===== src/hw/rtl/srrs_pkg.sv =====
// shared types and constants of the spi radio register sequencer
`timescale 1ns / 1ps

package srrs_pkg;

  localparam int MaxPayload = 64;
  localparam int IdxW       = $clog2(MaxPayload);
  localparam int CntW       = $clog2(MaxPayload + 1);

  localparam logic [7:0] WriteBit    = 8'b1000_0000;
  localparam logic [7:0] AddrMask    = 8'b0111_1111;
  localparam logic [7:0] RxModeValue = 8'b0001_0000;
  localparam logic [1:0] JoinCount   = 2'd2;

  typedef enum logic [2:0] {
    FN_READ_REG  = 3'd0,
    FN_WRITE_REG = 3'd1,
    FN_FIFO_READ = 3'd2,
    FN_FIFO_WRITE = 3'd3,
    FN_SPI_RX    = 3'd4,
    FN_SPI_TX    = 3'd5,
    FN_DONE_PIN  = 3'd6,
    FN_LOAD_BYTE = 3'd7
  } func_e;

  typedef enum logic [1:0] {
    KIND_NONE   = 2'd0,
    KIND_SINGLE = 2'd1,
    KIND_FIFO   = 2'd2
  } kind_e;

  typedef enum logic [1:0] {
    CFG_PAYLOAD_LEN = 2'd0,
    CFG_FIFO_ADDR   = 2'd1,
    CFG_MODE_ADDR   = 2'd2
  } cfg_idx_e;

  typedef enum logic [8:0] {
    PH_IDLE   = 9'b000000001,
    PH_RS_CMD = 9'b000000010,
    PH_RS_DAT = 9'b000000100,
    PH_WS_CMD = 9'b000001000,
    PH_WS_DAT = 9'b000010000,
    PH_RF_CMD = 9'b000100000,
    PH_RF_DAT = 9'b001000000,
    PH_WF_CMD = 9'b010000000,
    PH_WF_DAT = 9'b100000000
  } phase_e;

  typedef struct packed {
    func_e             func;
    logic [6:0]        reg_addr;
    logic [7:0]        data_in;
    logic [IdxW-1:0]   load_index;
  } req_t;

  typedef struct packed {
    logic            accepted;
    logic            send_valid;
    logic [7:0]      send_byte;
    logic            select_level;
    logic            busy_res;
    kind_e           data_kind;
    logic [7:0]      data_byte;
    logic [IdxW-1:0] data_index;
    logic            receive_done;
    logic            transmit_done;
  } rsp_t;

endpackage


===== src/hw/rtl/srrs_if.sv =====
// request and result channel interfaces of the sequencer
`timescale 1ns / 1ps

interface srrs_req_if import srrs_pkg::*; ();
  logic valid;
  logic ready;
  req_t data;

  modport source (output valid, output data, input ready);
  modport sink (input valid, input data, output ready);
endinterface

interface srrs_rsp_if import srrs_pkg::*; ();
  logic valid;
  logic ready;
  rsp_t data;

  modport source (output valid, output data, input ready);
  modport sink (input valid, input data, output ready);
endinterface


===== src/hw/rtl/spi_radio_register_sequencer_top.sv =====
// spi radio register sequencer: transaction state, payload memory and result register
// the result of a request is registered and valid on the cycle after it is taken
// throughput: one request per cycle; a request waits only while an unread result is held
// the payload byte for a send is read ahead into a register from the payload memory port
// reset: phase idle, join count and indexes zero, chip select high, config to defaults
// the payload memory is not cleared and holds garbage until loaded
`timescale 1ns / 1ps

module spi_radio_register_sequencer_top import srrs_pkg::*; (
  input  logic           clk_i,
  input  logic           rst_ni,
  input  logic           cfg_we_i,
  input  logic [1:0]     cfg_idx_i,
  input  logic [6:0]     cfg_data_i,
  srrs_req_if.sink       req_i,
  srrs_rsp_if.source     rsp_o
);

  logic [6:0] payload_len_q, fifo_addr_q, mode_addr_q;

  phase_e          phase_q, phase_d;
  logic [1:0]      cnt_q, cnt_d;
  logic [CntW-1:0] send_idx_q, send_idx_d;
  logic [CntW-1:0] recv_idx_q, recv_idx_d;
  logic [7:0]      single_q, single_d;
  logic            expect_q, expect_d;
  logic            select_q, select_d;

  logic            rsp_valid_q, rsp_valid_d;
  rsp_t            rsp_q, rsp_d;

  logic [7:0]      mem_q [MaxPayload];
  logic [7:0]      rd_q;
  logic            mem_we;
  logic [IdxW-1:0] raddr;

  logic            take;
  logic [CntW-1:0] len;
  logic [CntW-1:0] sidx;
  logic            spi;
  logic            cmd_ph;
  logic            rd_ph;
  req_t            rq;

  assign rq          = req_i.data;
  assign req_i.ready = !rsp_valid_q || rsp_o.ready;
  assign take        = req_i.valid && req_i.ready;

  // effective payload length: zero is taken as one, larger values saturate at MaxPayload
  always_comb begin
    if (payload_len_q == 7'd0) begin
      len = CntW'(1);
    end else if (CntW'(payload_len_q) > CntW'(MaxPayload)) begin
      len = CntW'(MaxPayload);
    end else begin
      len = CntW'(payload_len_q);
    end
  end

  always_comb begin
    phase_d    = phase_q;
    cnt_d      = cnt_q;
    send_idx_d = send_idx_q;
    recv_idx_d = recv_idx_q;
    single_d   = single_q;
    expect_d   = expect_q;
    select_d   = select_q;
    rsp_d      = '0;
    mem_we     = 1'b0;
    spi        = 1'b0;
    sidx       = send_idx_q;
    cmd_ph     = (phase_q == PH_RF_CMD) || (phase_q == PH_WF_CMD);
    rd_ph      = (phase_q == PH_RF_CMD) || (phase_q == PH_RF_DAT);
    if (take) begin
      case (rq.func)
        FN_READ_REG: begin
          if (phase_q == PH_IDLE) begin
            phase_d = PH_RS_CMD;
            select_d = 1'b0;
            rsp_d.send_valid = 1'b1;
            rsp_d.send_byte = {1'b0, rq.reg_addr};
            rsp_d.accepted = 1'b1;
          end
        end
        FN_WRITE_REG: begin
          if (phase_q == PH_IDLE) begin
            single_d = rq.data_in;
            phase_d = PH_WS_CMD;
            select_d = 1'b0;
            rsp_d.send_valid = 1'b1;
            rsp_d.send_byte = {1'b0, rq.reg_addr} | WriteBit;
            rsp_d.accepted = 1'b1;
          end
        end
        FN_FIFO_READ: begin
          if (phase_q == PH_IDLE) begin
            phase_d = PH_RF_CMD;
            select_d = 1'b0;
            rsp_d.send_valid = 1'b1;
            rsp_d.send_byte = {1'b0, fifo_addr_q};
            rsp_d.accepted = 1'b1;
          end
        end
        FN_FIFO_WRITE: begin
          if (phase_q == PH_IDLE) begin
            expect_d = 1'b1;
            phase_d = PH_WF_CMD;
            select_d = 1'b0;
            rsp_d.send_valid = 1'b1;
            rsp_d.send_byte = {1'b0, fifo_addr_q} | WriteBit;
            rsp_d.accepted = 1'b1;
          end
        end
        FN_SPI_RX: begin
          spi = 1'b1;
          case (phase_q)
            PH_IDLE: begin
            end
            PH_RS_DAT: begin
              single_d = rq.data_in;
              rsp_d.data_kind = KIND_SINGLE;
              rsp_d.data_byte = rq.data_in;
              cnt_d = cnt_q + 2'd1;
            end
            PH_WS_DAT: begin
              cnt_d = cnt_q + 2'd1;
            end
            PH_RF_DAT, PH_WF_DAT: begin
              if (recv_idx_q < len) begin
                if (phase_q == PH_RF_DAT) begin
                  rsp_d.data_kind = KIND_FIFO;
                  rsp_d.data_byte = rq.data_in;
                  rsp_d.data_index = recv_idx_q[IdxW-1:0];
                end
                recv_idx_d = recv_idx_q + CntW'(1);
                if (recv_idx_d == len) begin
                  cnt_d = cnt_q + 2'd1;
                end
              end
            end
            default: begin
              cnt_d = cnt_q + 2'd1;
              recv_idx_d = '0;
            end
          endcase
        end
        FN_SPI_TX: begin
          spi = 1'b1;
          case (phase_q)
            PH_RS_CMD: begin
              rsp_d.send_valid = 1'b1;
              cnt_d = cnt_q + 2'd1;
            end
            PH_RS_DAT, PH_WS_DAT: begin
              cnt_d = cnt_q + 2'd1;
            end
            PH_WS_CMD: begin
              rsp_d.send_valid = 1'b1;
              rsp_d.send_byte = single_q;
              cnt_d = cnt_q + 2'd1;
            end
            PH_RF_CMD, PH_RF_DAT, PH_WF_CMD, PH_WF_DAT: begin
              if (cmd_ph) begin
                sidx = '0;
              end
              cnt_d = cnt_q + {1'b0, cmd_ph};
              if (sidx >= len) begin
                cnt_d = cnt_d + 2'd1;
              end else begin
                rsp_d.send_valid = 1'b1;
                rsp_d.send_byte = rd_ph ? 8'd0 : rd_q;
              end
              send_idx_d = (sidx >= len) ? sidx : sidx + CntW'(1);
            end
            default: begin
            end
          endcase
        end
        FN_DONE_PIN: begin
          if (expect_q) begin
            rsp_d.transmit_done = 1'b1;
            expect_d = 1'b0;
          end else if (phase_q == PH_IDLE) begin
            phase_d = PH_RF_CMD;
            select_d = 1'b0;
            rsp_d.send_valid = 1'b1;
            rsp_d.send_byte = {1'b0, fifo_addr_q};
            rsp_d.accepted = 1'b1;
          end
        end
        default: begin
          mem_we = 1'b1;
        end
      endcase

      if (spi) begin
        if (cnt_d >= JoinCount) begin
          cnt_d = '0;
          case (phase_q)
            PH_RS_DAT, PH_WS_DAT: phase_d = PH_IDLE;
            PH_RF_DAT: begin
              phase_d = PH_IDLE;
              rsp_d.receive_done = 1'b1;
            end
            PH_WF_DAT: begin
              // chained write of receive mode to the mode register
              single_d = RxModeValue;
              phase_d = PH_WS_CMD;
              select_d = 1'b0;
              rsp_d.send_valid = 1'b1;
              rsp_d.send_byte = {1'b0, mode_addr_q} | WriteBit;
            end
            PH_RS_CMD: phase_d = PH_RS_DAT;
            PH_WS_CMD: phase_d = PH_WS_DAT;
            PH_RF_CMD: phase_d = PH_RF_DAT;
            PH_WF_CMD: phase_d = PH_WF_DAT;
            default: begin
            end
          endcase
        end
        if (phase_d == PH_IDLE) begin
          select_d = 1'b1;
        end
      end
      rsp_d.select_level = select_d;
      rsp_d.busy_res = (phase_d != PH_IDLE);
    end
  end

  // next payload byte to send
  assign raddr = (phase_d == PH_WF_CMD) ? '0 : send_idx_d[IdxW-1:0];

  always_ff @(posedge clk_i) begin
    if (mem_we) begin
      mem_q[rq.load_index] <= rq.data_in;
    end
    if (mem_we && (rq.load_index == raddr)) begin
      rd_q <= rq.data_in;
    end else begin
      rd_q <= mem_q[raddr];
    end
  end

  assign rsp_valid_d = take || (rsp_valid_q && !rsp_o.ready);

  always_ff @(posedge clk_i or negedge rst_ni) begin
    if (!rst_ni) begin
      payload_len_q <= 7'd16;
      fifo_addr_q   <= 7'd0;
      mode_addr_q   <= 7'd1;
      phase_q       <= PH_IDLE;
      cnt_q         <= '0;
      send_idx_q    <= '0;
      recv_idx_q    <= '0;
      single_q      <= '0;
      expect_q      <= 1'b0;
      select_q      <= 1'b1;
      rsp_valid_q   <= 1'b0;
    end else begin
      if (cfg_we_i) begin
        case (cfg_idx_i)
          CFG_PAYLOAD_LEN: payload_len_q <= cfg_data_i;
          CFG_FIFO_ADDR:   fifo_addr_q   <= cfg_data_i;
          CFG_MODE_ADDR:   mode_addr_q   <= cfg_data_i;
          default: begin
          end
        endcase
      end
      phase_q     <= phase_d;
      cnt_q       <= cnt_d;
      send_idx_q  <= send_idx_d;
      recv_idx_q  <= recv_idx_d;
      single_q    <= single_d;
      expect_q    <= expect_d;
      select_q    <= select_d;
      rsp_valid_q <= rsp_valid_d;
    end
  end

  always_ff @(posedge clk_i) begin
    if (take) begin
      rsp_q <= rsp_d;
    end
  end

  assign rsp_o.valid = rsp_valid_q;
  assign rsp_o.data  = rsp_q;

endmodule


===== src/flat_wrapper.sv =====
// flat-port wrapper written by rule: the top's interface ports become plain ports
module spi_radio_register_sequencer_top_flat import srrs_pkg::*;
  (clk_i, rst_ni, cfg_we_i, cfg_idx_i, cfg_data_i, req_i_valid, req_i_data, req_i_ready, rsp_o_valid, rsp_o_data, rsp_o_ready);
  srrs_req_if req_i_i ();
  srrs_rsp_if rsp_o_i ();
  input  logic clk_i;
  input  logic rst_ni;
  input  logic cfg_we_i;
  input  logic [1:0] cfg_idx_i;
  input  logic [6:0] cfg_data_i;
  input wire logic [$bits(req_i_i.valid)-1:0] req_i_valid;
  input wire logic [$bits(req_i_i.data)-1:0] req_i_data;
  output wire logic [$bits(req_i_i.ready)-1:0] req_i_ready;
  output wire logic [$bits(rsp_o_i.valid)-1:0] rsp_o_valid;
  output wire logic [$bits(rsp_o_i.data)-1:0] rsp_o_data;
  input wire logic [$bits(rsp_o_i.ready)-1:0] rsp_o_ready;
  assign req_i_i.valid = req_i_valid;
  assign req_i_i.data = req_i_data;
  assign req_i_ready = req_i_i.ready;
  assign rsp_o_valid = rsp_o_i.valid;
  assign rsp_o_data = rsp_o_i.data;
  assign rsp_o_i.ready = rsp_o_ready;
  spi_radio_register_sequencer_top u_core (.clk_i(clk_i), .rst_ni(rst_ni), .cfg_we_i(cfg_we_i), .cfg_idx_i(cfg_idx_i), .cfg_data_i(cfg_data_i), .req_i(req_i_i), .rsp_o(rsp_o_i));
endmodule

===== config.mk =====
export PLATFORM = sky130hd
export DESIGN_NAME = spi_radio_register_sequencer_top_flat
export DESIGN_NICKNAME = d
export VERILOG_FILES = /design/src/hw/rtl/srrs_pkg.sv /design/src/hw/rtl/srrs_if.sv /design/src/hw/rtl/spi_radio_register_sequencer_top.sv /design/src/flat_wrapper.sv
export SDC_FILE = /design/constraint.sdc
export NUM_CORES = 1
export LEC_CHECK = 0
export BUFFER_PORTS_ARGS = -buffer_cell sky130_fd_sc_hd__buf_4
export CORE_MARGIN = 5
export CORE_UTILIZATION = 67
export DETAILED_ROUTE_END_ITERATION = 12
export GPL_ROUTABILITY_DRIVEN = 0
export GPL_TIMING_DRIVEN = 1
export PLACE_DENSITY = 0.95
export SYNTH_ARGS = -nofsm -noshare
export SYNTH_HDL_FRONTEND = slang
export SYNTH_SLANG_ARGS = --single-unit

===== constraint.sdc =====
create_clock -name clk_i -period 8.8 [get_ports clk_i]
set_input_delay 0.44 -clock clk_i [delete_from_list [all_inputs] [get_ports clk_i]]
set_output_delay 0.44 -clock clk_i [all_outputs]
set_load 0.02 [all_outputs]

-- After elaboration in Yosys (flattened, before gate mapping)
Memories as Yosys holds them, arrays and structs flattened. A register that Yosys moved wholly into a read port is not among the register bits.
Index checks and enable logic that the tools add are counted.
- equal/unequal tests: 23
- bitwise logic cells: 1
- order comparisons: 4
- mux-type cells: 75
- reduce and logical (&&, ||, !) cells: 29
- add/sub/neg operators: 5
- operator list (cell ; count):
    2-to-1 mux 9 bit ; 15
    one-hot mux 9 bit (6 select lines) ; 2
    2-to-1 mux 7 bit ; 8
    2-to-1 mux 10 bit ; 5
    2-to-1 mux 8 bit ; 6
    one-hot mux 9 bit (5 select lines) ; 1
    2-to-1 mux 16 bit ; 2
    one-hot mux 8 bit (2 select lines) ; 2
    2-to-1 mux 6 bit ; 4
    one-hot mux 10 bit (2 select lines) ; 1
    == test 9 x 1 -> 1 bit, second input constant ; 2
    == test 9 x 8 -> 1 bit, second input constant ; 2
    2-to-1 mux 1 bit ; 15
    adder 7 x 1 -> 7 bit, second input constant ; 2
    one-hot mux 7 bit (2 select lines) ; 1
    2-to-1 mux 2 bit ; 6
    one-hot mux 2 bit (2 select lines) ; 3
    OR reduction 4 bit ; 3
    == test 3 bit, second input constant ; 3
    == test 9 x 2 -> 1 bit, second input constant ; 1
    == test 9 x 3 -> 1 bit, second input constant ; 1
    == test 9 x 4 -> 1 bit, second input constant ; 1
    == test 9 x 5 -> 1 bit, second input constant ; 1
    == test 9 x 6 -> 1 bit, second input constant ; 1
    31 further kinds ; 49
- bits in registers: 87
- word-level logic and storage cells: 160
- bits in writable memories: 512
- memories: 1
- memory list (name ; depth ; width ; rd ports ; clocked after memory_dff ; wr ports ; line ; source):
    u_core.mem_q ; 64 ; 8 ; 1 ; 1 ; 1 ; spi_radio_register_sequencer_top.sv:32 ; logic [7:0] mem_q [MaxPayload];

-- Depth between registers and ports, before layout
- depth after elaboration: 20
- depth in mapped cells: 16

-- Worst setup path before layout
Ideal clock, no wire load.
- path type: flip-flop to flip-flop
- start: register u_core.phase_q[3]
- end: register u_core.rsp_q (netlist bit u_core.rsp_o.data[20]) (data pin)
- setup slack: 5318 ps
- arrival: 3217 ps
- path buffers: 2
- cell stages (with the launch flop): 17
- path through: dfrtp_1 > clkbuf_1 > nor3_2 > nand4_1 > inv_1 > nor2_1 > ha_1 > a21o_1 > a21oi_1 > o21ai_0 > a21oi_1 > or3_1 > nand4_1 > nand2_1 > buf_2 > nand3_2 > mux2i_1
- RTL lines (what ; line ; source):
    from (decl) ; spi_radio_register_sequencer_top.sv:21 ; phase_e phase_q, phase_d;
    from (signal assigned) ; spi_radio_register_sequencer_top.sv:269 ; phase_q <= phase_d;
    to (signal assigned) ; spi_radio_register_sequencer_top.sv:282 ; rsp_q <= rsp_d;
    to (decl) ; spi_radio_register_sequencer_top.sv:30 ; rsp_t rsp_q, rsp_d;

==> summary.md <==
| Metric | Value |
|---|---|
| Crit start category | flop |
| Final Hold Violating Endpoints | 0 |
| Data required time of the critical path | 9240 ps |
| Largest stage delay on the critical path | 750 ps |
| Crit path kind | reg2reg |
| Outcome | finished clean |
| Net Count, Synth | 1,377 |
| Largest net degree at the start of global routing | 97 |
| Unique masters post-synth | 64 |
| Final setup viols | 0 |
| HPWL after DPL | 36,200 um |
| Mapped Area | 24,900 um2 |
| Antenna viol nets, final | 0 |
| Critical path cell sequence | nor3_2 -> nand4_1 -> inv_1 -> nor2_1 -> ha_1 -> a21o_1 -> a21oi_1 -> o21ai_0 -> a21oi_1 -> o21ai_0 -> nand4_1 -> nand2_1 -> a32oi_1 -> a21boi_0 |
| Crit path max-delay cell type | a32oi_1 |
| CTS tree | built |
| WL final | 65,000 um |
| CP Data Arrival Time | 5880 ps |
| DP Cell Count | 1,804 |
| Hold Crit Class | in2reg |
| Synthesized flop and latch total | 605 |
| Commonest cells in the netlist | edfxtp_1 (542), mux4_2 (168), nor2_1 (103), nand2_1 (56), dfrtp_1 (53) |
| Synth area leader | edfxtp_1 |
| Post-synthesis sequential area ratio | 71.7% |
| Initial Utilization | 67.9% |
| Row count | 70 |
| First-pass GRT wire length | 96,900 um |
| Final cycle utilization of the critical path | 61.8% |
| Share of cells above drive strength 1 | 25.3% |
| Area growth from synthesis to layout | 11.0% |
| Number of flops mapped to enable cells by yosys | 542 |
| Tmin final | 5440 ps |
| Final cell count without fillers | 1,908 |
| Synth area leaders | edfxtp_1 (65%), mux4_2 (15%), dfrtp_1 (5.3%) |
| Max-cap violation count | 0 |
| Drt pass-1 iters | 10 |
| Cells on Worst Hold Path | 2 |
| DRC | 0 |
| Peak VDD IR | 0.214 mV |
| Clock Latency Late Sink | 620 ps |
| CP delay by family, top | compound AO/OA/AOI/OAI gates |
| Worst-path fanout max | 14 |
| WP depth | 14 |
| Die H | 203 um |
| Die width | 203 um |
| Total grt overflow | 0 |
| Slew at the pin closest to its max-slew limit | 1400 ps |
| CTS sink cnt | 605 |
| Async SR Flop Fraction | 9.42% |
| CTS H-tree depth | 2 |
| Vias in the first global route | 14,500 |
| IO Count | 70 |
| Crit. End Element | flop |
| Overall Global Routing Usage | 32.2% |
| Multi-input logic area | 6690 um2 |
| Worst Clk Skew | 32.0 ps |
| Reg area | 17,800 um2 |
| CP bufs+invs | 1 |
| Port bufs | 69 |
| Slew Limit Fails | 0 |
| Top FF cell, synth | edfxtp_1 |
| P_leak | 9.05 nW |
| DRT iter0 DRCs | 2,197 |
| Layout Nets | 1,450 |
| Gate Count Post-Synth | 1,322 |
| DR vias/cell | 7.48 |
| Max Fclk | 0.184 GHz |
| Die area | 41,100 um2 |
| Syn_area_per_cell | 18.8 um2 |
| Slew Limit Headroom | 5.79% |
| Accumulated negative setup slack | 0 ps |
| WL/cell | 34.1 um |
| Synth Warn # | 0 |
| Clock Tree Root | clkbuf_16 |
| Vias | 14,300 |
| Pwr dens | 265 nW/um2 |
| RSZ-0062 raised after global routing | no |
| Clock-pin slew on the worst setup and hold paths | 70 ps |
| CTS buffer count | 56 |
| Fillers | 1,804 |
| Setup repair bufs after CTS | 0 |
| Clock Tree Buf Depth | 3 |
| Most frequent cell after synthesis | edfxtp_1 |
| Core box area | 36,600 um2 |
| R2R cell count | 14 |
| Area share of the largest cell type after synthesis | 65.5% |
| Initial antenna violation count | 2 |
[routing by layer]
layer	global-route usage (%)	up-vias	share of wire, %
li1	-	5497	-
met1	42.9	7025	33
met3	7.44	360	12
met2	51.8	1385	49
met4	14.9	4	6.1
met5	0	-	0.040
[final timing paths]
check,start,endpoint,slack [ps]
hold / removal,req_i_valid,u_core.rsp_o.valid,30
max in group asynchronous,rst_ni,u_core.mode_addr_q[3],7850
hold reg to reg,u_core.mode_addr_q[5],u_core.mode_addr_q[5],520
min in group asynchronous,rst_ni,u_core.recv_idx_q[6],400
setup reg to reg,u_core.phase_q[1],flop,3360
setup / recovery,u_core.phase_q[1],flop,3360
[worst register-to-register path: stages (launching register included)]
cell      delay (ps)
dfrtp_1          520
nor3_2           430
nand4_1          610
inv_1            460
nor2_1           160
ha_1             380
a21o_1           210
a21oi_1          190
o21ai_0          120
a21oi_1          470
o21ai_0          170
nand4_1          150
nand2_1          380
a32oi_1          750
a21boi_0         280
[cell type report]
type	instances	share of cell area, %
Clock inverter	37	1.15
Sequential cell	605	64.7
Multi-Input combinational cell	632	24.2
Antenna cell	1	0.00907
Inverter	24	0.327
Tap cell	468	2.12
Timing Repair Buffer	76	2.12
Clock buffer	65	5.39
[sequential cells by signal (all words and copies together) (netlist names), named ones only]
register / count
u_core.select_q: 1
u_core.send_idx_q: 7
u_core.cnt_q: 2
u_core.single_q: 8
u_core.rsp_o.valid: 1
u_core.payload_len_q: 7
u_core.recv_idx_q: 7
u_core.phase_q: 9
u_core.fifo_addr_q: 7
u_core.expect_q: 1
u_core.mem_q: 512
u_core.mode_addr_q: 7
u_core.rsp_o.data: 30
[timing repair]
| action | in CTS | in global routing |
|---|---|---|
| hold endpoints to repair | 53 | 0 |
| gates resized for setup | 0 | 0 |
| hold buffers | 1 | 0 |
[metrics by stage]
step                total power [mW]  hold WS [ps]  setup slack (ps)  cell area (um2)  util (%)
CTS                             7.28          25.7              3720            27600      75.3
finish                          7.30          31.2              3360            27600      75.4
floorplan                       4.40           144              5320            24900         -
global route                    7.52          35.8              3370            27600      75.3
detailed placement              4.85           488              4150            25800      70.4
global placement                4.79           453              4510            25800      70.4
[placed cells by master (no fill, tap or decap), drive strengths merged, types with 7 or more instances in the layout]
cell type / count
a22o: 16
mux2: 21
a21oi: 23
nand2: 56
nor3: 17
clkinv: 25
ha: 17
inv: 27
mux4: 168
nor2: 103
o21ai: 34
buf: 75
nand3: 13
edfxtp: 542
nand2b: 9
a211oi: 9
nand4: 13
clkbuf: 65
mux2i: 10
a21boi: 7
nor2b: 12
and2: 24
dfrtp: 53
xnor2: 8
[power breakdown]
part | internal [mW] | total, mW | leakage (nW) | switching, mW
logic | 0.764 | 1.52 | 2.53 | 0.760
clock network | 1.35 | 2.43 | 0.878 | 1.07
registers | 3.18 | 3.35 | 5.65 | 0.170
[kinds of logic (layout without fill, tap and decap cells)]
| family | after synthesis | count (layout) | synth area share (%) |
|---|---|---|---|
| flip-flops | 605 | 605 | 71.7 |
| other | 0 | 1 | 0 |
| buffers and inverters | 85 | 202 | 1.39 |
| AND/OR/NAND/NOR | 281 | 281 | 5.57 |
| adder cells (fa/ha/maj) | 17 | 17 | 0.856 |
| AO/OA/AOI/OAI | 119 | 119 | 3.16 |
| multiplexers | 199 | 199 | 16.6 |
| XOR/XNOR | 16 | 16 | 0.730 |
Power figures use the tool's default switching activity.
